`src/dbd_pkg.sv`:
```
// ----------------------------------------------------------------------------
// dbd_pkg
// Shared widths, the month table and the constant divider for the
// Gregorian date difference block.
// ----------------------------------------------------------------------------
package dbd_pkg;

  localparam int unsigned YearW  = 14;
  localparam int unsigned MonthW = 4;
  localparam int unsigned DayW   = 5;
  localparam int unsigned CountW = 22;
  localparam int unsigned OrdW   = 23;  // ordinal of year 16383 fits below 2^23
  localparam int unsigned DoyW   = 10;
  localparam int unsigned QuotW  = 9;   // quotient of a 15-bit value by 100

  localparam int unsigned DivInW     = 15;
  localparam int unsigned DivProdW   = 28;
  localparam int unsigned DivShift   = 19;
  // ceil(2^19 / 100); exact floor(x / 100) for every x below 43690
  localparam logic [12:0] Recip100   = 13'd5243;
  localparam logic [CountW-1:0] DaysMax = {CountW{1'b1}};

  // floor(x / 100) by reciprocal multiplication
  function automatic logic [QuotW-1:0] div100(input logic [DivInW-1:0] x);
    logic [DivProdW-1:0] p;
    p = DivProdW'(x) * DivProdW'(Recip100);
    return p[DivProdW-1:DivShift];
  endfunction

  // days in months 1 .. month-1 of a common year; months above twelve count the full year
  function automatic logic [8:0] cum_before(input logic [MonthW-1:0] m);
    logic [8:0] r;
    case (m)
      4'd2:    r = 9'd31;
      4'd3:    r = 9'd59;
      4'd4:    r = 9'd90;
      4'd5:    r = 9'd120;
      4'd6:    r = 9'd151;
      4'd7:    r = 9'd181;
      4'd8:    r = 9'd212;
      4'd9:    r = 9'd243;
      4'd10:   r = 9'd273;
      4'd11:   r = 9'd304;
      4'd12:   r = 9'd334;
      4'd13,
      4'd14,
      4'd15:   r = 9'd365;
      default: r = 9'd0;
    endcase
    return r;
  endfunction

endpackage

```
`src/dbd_ordinal.sv`:
```
// ----------------------------------------------------------------------------
// dbd_ordinal
// Three-stage pipeline turning a date into its day ordinal: days in all
// years before it (year 0 counted, leap) plus its day of year.
// ----------------------------------------------------------------------------
module dbd_ordinal (
  input  logic                            clk,
  input  logic                            en,
  input  logic [dbd_pkg::YearW-1:0]       year,
  input  logic [dbd_pkg::MonthW-1:0]      month,
  input  logic [dbd_pkg::DayW-1:0]        day,
  output logic [dbd_pkg::OrdW-1:0]        ordinal
);

  // stage A: quotients by 100
  logic [dbd_pkg::YearW-1:0]   y_a_r;
  logic [dbd_pkg::MonthW-1:0]  m_a_r;
  logic [dbd_pkg::DayW-1:0]    d_a_r;
  logic [dbd_pkg::QuotW-1:0]   q_y_a_r;    // y / 100
  logic [dbd_pkg::QuotW-1:0]   q_c100_a_r; // (y + 99) / 100
  logic [dbd_pkg::QuotW-1:0]   q_c400_a_r; // (y + 399) / 400

  logic [dbd_pkg::DivInW-1:0]  y_p99;
  logic [dbd_pkg::DivInW-1:0]  y_p399;
  logic [dbd_pkg::DivInW-1:0]  y_p399_q4;

  assign y_p99     = dbd_pkg::DivInW'(year) + dbd_pkg::DivInW'(99);
  assign y_p399    = dbd_pkg::DivInW'(year) + dbd_pkg::DivInW'(399);
  assign y_p399_q4 = y_p399 >> 2;

  always_ff @(posedge clk) begin
    if (en) begin
      y_a_r      <= year;
      m_a_r      <= month;
      d_a_r      <= day;
      q_y_a_r    <= dbd_pkg::div100(dbd_pkg::DivInW'(year));
      q_c100_a_r <= dbd_pkg::div100(y_p99);
      q_c400_a_r <= dbd_pkg::div100(y_p399_q4);
    end
  end

  // stage B: days before the year and day of year
  logic [dbd_pkg::OrdW-1:0]    before_b_r;
  logic [dbd_pkg::DoyW-1:0]    doy_b_r;

  logic [dbd_pkg::YearW-1:0]   hundreds;
  logic                        leap;
  logic [dbd_pkg::DivInW-1:0]  y_p3;
  logic [dbd_pkg::OrdW-1:0]    before_nxt;
  logic [dbd_pkg::DoyW-1:0]    doy_nxt;

  always_comb begin
    hundreds = dbd_pkg::YearW'(q_y_a_r) * dbd_pkg::YearW'(100);
    // divisible by 4, and either not a century or a century divisible by 400
    leap = (y_a_r[1:0] == 2'b00) && ((hundreds != y_a_r) || (q_y_a_r[1:0] == 2'b00));
    y_p3 = dbd_pkg::DivInW'(y_a_r) + dbd_pkg::DivInW'(3);
    before_nxt = dbd_pkg::OrdW'(y_a_r) * dbd_pkg::OrdW'(365)
               + dbd_pkg::OrdW'(y_p3 >> 2)
               - dbd_pkg::OrdW'(q_c100_a_r)
               + dbd_pkg::OrdW'(q_c400_a_r);
    doy_nxt = dbd_pkg::DoyW'(d_a_r) + dbd_pkg::DoyW'(dbd_pkg::cum_before(m_a_r))
            + dbd_pkg::DoyW'(leap && (m_a_r >= 4'd3));
  end

  always_ff @(posedge clk) begin
    if (en) begin
      before_b_r <= before_nxt;
      doy_b_r    <= doy_nxt;
    end
  end

  // stage C: ordinal
  logic [dbd_pkg::OrdW-1:0] ord_c_r;

  always_ff @(posedge clk) begin
    if (en) begin
      ord_c_r <= before_b_r + dbd_pkg::OrdW'(doy_b_r);
    end
  end

  assign ordinal = ord_c_r;

endmodule

```
`src/days_between_dates.sv`:
```
// ----------------------------------------------------------------------------
// days_between_dates
// Day distance between two Gregorian dates, fully pipelined.
// ----------------------------------------------------------------------------
// Each input transfer carries a start date, an end date and a count_end_day
// flag; the block answers with one result transfer holding the days from
// start to end (plus one when count_end_day is set). If the start is not
// strictly before the end, order_error is set and day_count is zero. Leap
// years follow the 4/100/400 rule. Both dates go through their own
// three-stage ordinal pipeline (divide by 100 via reciprocal multiply,
// days before the year, ordinal sum) and a fourth stage takes the
// difference, clamps it to 0..4194303 and holds it in the output register.
// Four register stages: out_tvalid rises once an input transfer has passed
// the three ordinal stages and the output register; one item is taken every
// cycle unless the pipeline is stalled. The whole pipeline advances together,
// so a stall on the result side with a result waiting holds every stage, and
// in_tready is high when the last stage is empty or out_tready is high.
// ----------------------------------------------------------------------------
module days_between_dates (
  input  logic        clk,
  input  logic        rst_n,
  input  logic        in_tvalid,
  output logic        in_tready,
  // [13:0] start_year, [17:14] start_month, [22:18] start_day,
  // [36:23] end_year, [40:37] end_month, [45:41] end_day,
  // [46] count_end_day, [47] zero
  input  logic [47:0] in_tdata,
  output logic        out_tvalid,
  input  logic        out_tready,
  // [21:0] day_count, [23:22] zero
  output logic [23:0] out_tdata,
  // [0] order_error
  output logic        out_tuser
);

  localparam int unsigned Stages = 4;

  // input unpacking
  logic [dbd_pkg::YearW-1:0]  start_year, end_year;
  logic [dbd_pkg::MonthW-1:0] start_month, end_month;
  logic [dbd_pkg::DayW-1:0]   start_day, end_day;
  logic                       count_end_day;

  assign start_year    = in_tdata[13:0];
  assign start_month   = in_tdata[17:14];
  assign start_day     = in_tdata[22:18];
  assign end_year      = in_tdata[36:23];
  assign end_month     = in_tdata[40:37];
  assign end_day       = in_tdata[45:41];
  assign count_end_day = in_tdata[46];

  // pipeline advance: last stage empty or being drained
  logic en;
  logic [Stages-1:0] vld_r, vld_nxt;

  assign en        = !vld_r[Stages-1] || out_tready;
  assign in_tready = en;

  always_comb begin
    vld_nxt = {vld_r[Stages-2:0], in_tvalid};
  end

  always_ff @(posedge clk) begin
    if (!rst_n) begin
      vld_r <= '0;
    end else if (en) begin
      vld_r <= vld_nxt;
    end
  end

  // date order as (year, month, day) tuples, computed at entry
  logic earlier;

  assign earlier = (start_year < end_year) ||
                   ((start_year == end_year) &&
                    ((start_month < end_month) ||
                     ((start_month == end_month) && (start_day < end_day))));

  // error and increment ride alongside the ordinal stages
  logic [Stages-2:0] err_r;
  logic [Stages-2:0] inc_r;

  always_ff @(posedge clk) begin
    if (en) begin
      err_r <= {err_r[Stages-3:0], !earlier};
      inc_r <= {inc_r[Stages-3:0], count_end_day};
    end
  end

  // ordinal pipelines
  logic [dbd_pkg::OrdW-1:0] ord_start, ord_end;

  dbd_ordinal u_ord_start (
    .clk     (clk),
    .en      (en),
    .year    (start_year),
    .month   (start_month),
    .day     (start_day),
    .ordinal (ord_start)
  );

  dbd_ordinal u_ord_end (
    .clk     (clk),
    .en      (en),
    .year    (end_year),
    .month   (end_month),
    .day     (end_day),
    .ordinal (ord_end)
  );

  // final stage: difference, clamp, output register
  localparam int unsigned DiffW = dbd_pkg::OrdW + 2;

  logic signed [DiffW-1:0]     diff;
  logic [dbd_pkg::CountW-1:0]  count_nxt;
  logic [dbd_pkg::CountW-1:0]  count_r;
  logic                        err_out_r;

  always_comb begin
    diff = signed'(DiffW'(ord_end)) - signed'(DiffW'(ord_start))
         + signed'(DiffW'(inc_r[Stages-2]));
    if (err_r[Stages-2] || diff < 0) begin
      // bad order, or out-of-range days pulling the sum below zero
      count_nxt = '0;
    end else if (diff > signed'(DiffW'(dbd_pkg::DaysMax))) begin
      count_nxt = dbd_pkg::DaysMax;
    end else begin
      count_nxt = diff[dbd_pkg::CountW-1:0];
    end
  end

  always_ff @(posedge clk) begin
    if (en) begin
      count_r   <= count_nxt;
      err_out_r <= err_r[Stages-2];
    end
  end

  assign out_tvalid = vld_r[Stages-1];
  assign out_tdata  = {2'b00, count_r};
  assign out_tuser  = err_out_r;

  // checks
  a_err_zero: assert property (@(posedge clk) disable iff (!rst_n)
    out_tvalid && out_tuser |-> out_tdata[dbd_pkg::CountW-1:0] == '0)
    else $error("order_error with nonzero day_count");

  a_enter: assert property (@(posedge clk) disable iff (!rst_n)
    in_tvalid && in_tready |=> vld_r[0])
    else $error("accepted item lost at first stage");

  a_hold: assert property (@(posedge clk) disable iff (!rst_n)
    !en |=> $stable(vld_r))
    else $error("pipeline moved during stall");

endmodule

```
`config.mk`:
```
export PLATFORM = sky130hd
export DESIGN_NAME = days_between_dates
export DESIGN_NICKNAME = d
export VERILOG_FILES = /design/src/dbd_pkg.sv /design/src/dbd_ordinal.sv /design/src/days_between_dates.sv
export SDC_FILE = /design/constraint.sdc
export NUM_CORES = 2
export LEC_CHECK = 0
export BUFFER_PORTS_ARGS = -buffer_cell sky130_fd_sc_hd__buf_4
export CAP_MARGIN = 40
export CORE_ASPECT_RATIO = 1.1
export CORE_UTILIZATION = 60
export DETAILED_ROUTE_END_ITERATION = 10
export GPL_TIMING_DRIVEN = 0
export PLACE_DENSITY = 0.8
export SLEW_MARGIN = 20
export SYNTH_ARGS = -nofsm -noshare
export SYNTH_HDL_FRONTEND = slang
export SYNTH_HIERARCHICAL = 1
export SYNTH_SLANG_ARGS = --single-unit
```
`constraint.sdc`:
```
create_clock -name clk -period 10.3 [get_ports clk]
set_clock_uncertainty 0.15 [all_clocks]
set_input_delay 2.06 -clock clk [delete_from_list [all_inputs] [get_ports clk]]
set_output_delay 2.06 -clock clk [all_outputs]
set_load 0.02 [all_outputs]
```
==> results.md <==
* Post-CTS Setup Inserts at 0
* CTS Hold Bufs at 0
* Share of cells above drive strength 1 at 0.0465
* Final Hold Viols at 0
* Post-synth EDFFs at 235
* Slowest-stage cell, CP: fa_1
* Critical Path Source: in_tdata[24]
* R2R Path Start: u_ord_start/y_a_r[0]
* Slack of the critical path at 1460 ps
* Total Routing Usage GR at 0.250
* Worst path most repeated cell: inv_1
* Final-report max-slew violation count at 0
* Layout net count at 5975
* Via count at 29400
* Measured slew at the worst slew-check pin at 836 ps
* Largest fanout on the critical path at 8
* # IOs at 79
* DR DRC count at 19
* Max stage delay on crit path at 590 ps
* Routability congestion estimate at 0.935
* Initial DRT Pass Iterations at 8
* Avg Inst Size Synth at 10.2 sq um
* M1 wire length at 38700 um
* R2R cell count at 19
* Hold WC Path Type: flop to flop
* Clock Root Buffer: clkbuf_16
* Area growth, synth to finish at 6.43%
* Critical path arrival at 8980 ps
* Yosys warns at 6
* Top layer in use: met5
* Outcome: complete, but fails checks
* CTS tree: yes
* Resized cells post-CTS at 0
* Starting DRT DRC Count at 1413
* Worst Path Required at 10440 ps
* DP HPWL at 76700 um
* Die Wd at 261 um
* Fillcell total at 5525
* Clock edge transition at the registers on the reported setup and hold paths at 60 ps
* Drt wl/cell at 16.7 um
* Number of port buffers at 75
* Starting Density at 0.610
* Clock sink count at 257
* Synth cell types at 103
* Fin Setup TNS at 0 ps
* Hold Path Origin: err_r[0]
* Flop2flop setup slack at 4180 ps
* Worst Setup End Kind: flop
* Post-synth ARST share at 0
* Via density per instance at 5.44
* ANT cells at 0
* FF-to-FF End: u_ord_start/before_b_r[21]
* Die area at 74600 sq um
* Period utilization at 0.858
* Max-Cap Viols at 0
* DRT antenna net count at 0
* Row count at 103
* Dominant synthesized flop cell: edfxtp_1
* Total grt overflow at 0
* RSZ-0062 raised after global routing: false
* Kind of start point of the critical path: primary input
* TritonCTS buffer count at 28
* H-tree Lvls at 1
* Synthesized flop and latch total at 257
* Core footprint at 72300 sq um
* Fmax at 0.113 GHz
* Drt total wl at 90200 um
* Maximum root-to-sink buffer count at 3
* Chip Height at 286 um
* Initial antenna violation count at 1
* Vias in the first global route at 31200
* Wire length on met3 at 3550 um
* Failing checks: design-rule violations
* Seq/Total Area, Yosys at 0.170
* Dpl ws at 883 ps
* Fin crit period at 8840 ps
* Final setup viols at 0
* Worst slew margin at 0.434
* Met2 wire length at 45000 um
* Worst-Skew Late Latency at 600 ps
* Cell Area, Synth at 44100 sq um
* Worst Path Class, Setup: primary input to flop
* End of the critical path: u_ord_end/q_c100_a_r[6]
* Largest net degree at the start of global routing at 92
* Synthesized instance count at 4316
* First-pass GRT wire length at 150000 um
[Yosys cell counts (7+ instances only)]
master / instances / area, sq um
or3_1: 15 / 93.8
mux2i_1: 19 / 190
clkbuf_1: 14 / 52.6
a211oi_1: 19 / 143
nor3b_1: 7 / 52.6
nor4_1: 10 / 62.6
nand2_1: 123 / 462
and2_1: 13 / 81.3
o31ai_1: 8 / 60.1
nand3_1: 45 / 225
and3_1: 21 / 131
o21bai_1: 17 / 128
nor3_1: 46 / 230
nor2_1: 123 / 462
a21oi_1: 159 / 796
nor2b_1: 30 / 188
o21a_1: 27 / 203
dfxtp_1: 22 / 440
xnor2_1: 227 / 1990
o2111ai_1: 9 / 78.8
a21o_1: 66 / 495
o21ai_0: 84 / 420
a21boi_0: 7 / 52.6
inv_1: 1139 / 4280
a211o_1: 8 / 70.1
fa_1: 543 / 10900
o211ai_1: 18 / 135
nand4_1: 25 / 156
nand2b_1: 21 / 131
ha_1: 947 / 11800
a31oi_1: 15 / 93.8
and4_1: 12 / 105
or2_2: 10 / 62.6
xor2_1: 80 / 701
edfxtp_1: 235 / 7060
[cell families after synthesis]
| family | after synthesis | synth area share |
|---|---|---|
| DFF | 257 | 0.170 |
| buffers and inverters | 1162 | 0.0995 |
| muxes | 27 | 0.00686 |
| and+or+nand+nor | 534 | 0.0628 |
| xor gates and xnor gates | 311 | 0.0627 |
| other | 1 | 0.0000850 |
| AOI/OAI and AO/OA | 534 | 0.0830 |
| adders and majority gates | 1490 | 0.515 |
[worst max-delay path, delay by kind of cell]
kind	cells	cell delay (ps)
compound gates	8	2030
fa+ha+maj	7	3050
simple gates	3	510
xor+xnor	1	300
buf+inv	6	860
mux	1	170
[worst min-delay path by stage]
stage | cells past startpoint | end | slack (ps)
floorplan | 0 | err_r[1] | 250
global placement | 0 | err_r[1] | 260
detailed placement | 0 | err_r[1] | 260
CTS | 0 | err_r[1] | 270
global route | 0 | err_r[1] | 280
finish | 0 | err_r[1] | 270
[routing by layer]
metal,vias to the layer above,track usage
li1,14300,-
met1,14300,0.318
met2,601,0.449
met3,164,0.0224
met4,2,0.0781
met5,-,0
[cell type report]
class                           count  area [sq um]  area share
Buffer                             23           126     0.00269
Clock buffer                       35           767      0.0163
Clock inverter                     17           198     0.00421
Inverter                         1139          4280      0.0911
Multi-Input combinational cell   2898         32200       0.686
Sequential cell                   257          7500       0.160
Tap cell                          945          1180      0.0252
Timing Repair Buffer               86           676      0.0144
[layout by cell type (no fill, tap or decap), types with 27 or more instances in the layout]
cell	netlist	layout
buf_4	3	80
nor2_1	123	123
clkbuf_16	0	28
ha_1	947	947
o21ai_0	84	84
nand2_1	123	123
nor2b_1	30	30
a21o_1	66	66
inv_1	1139	1139
o21a_1	27	27
fa_1	543	543
xnor2_1	227	227
a21oi_1	159	159
edfxtp_1	235	235
nand3_1	45	45
nor3_1	46	46
xor2_1	80	80
[per-stage QoR]
| stage | std cells | area, sq um | hold WS, ps | util |
|---|---|---|---|---|
| CTS | 5394 | 46900 | 272 | 0.649 |
| floorplan | 4317 | 44100 | 250 | - |
| finish | 5400 | 47000 | 270 | 0.649 |
| detailed placement | 5342 | 46000 | 257 | 0.636 |
| global route | 5400 | 47000 | 278 | 0.649 |
| global placement | 5337 | 45900 | 256 | 0.634 |
[state kept, by name, indices dropped and copies added (netlist names), 5 cells and up, named ones only]
register and cells:
u_ord_end/y_a_r 14, u_ord_start/before_b_r 23, u_ord_start/q_c400_a_r 7, u_ord_end/before_b_r 23
u_ord_end/q_c400_a_r 7, u_ord_start/q_y_a_r 8, u_ord_start/ordinal 23, u_ord_start/doy_b_r 10
u_ord_end/doy_b_r 10, count_r 22, u_ord_start/y_a_r 14, u_ord_end/q_c100_a_r 9
u_ord_start/q_c100_a_r 9, u_ord_start/d_a_r 5, u_ord_end/q_y_a_r 8, u_ord_end/ordinal 23
u_ord_end/d_a_r 5
Power is not shown: default switching activity piles up to over one toggle a cycle in this logic, so the estimate is an artifact.
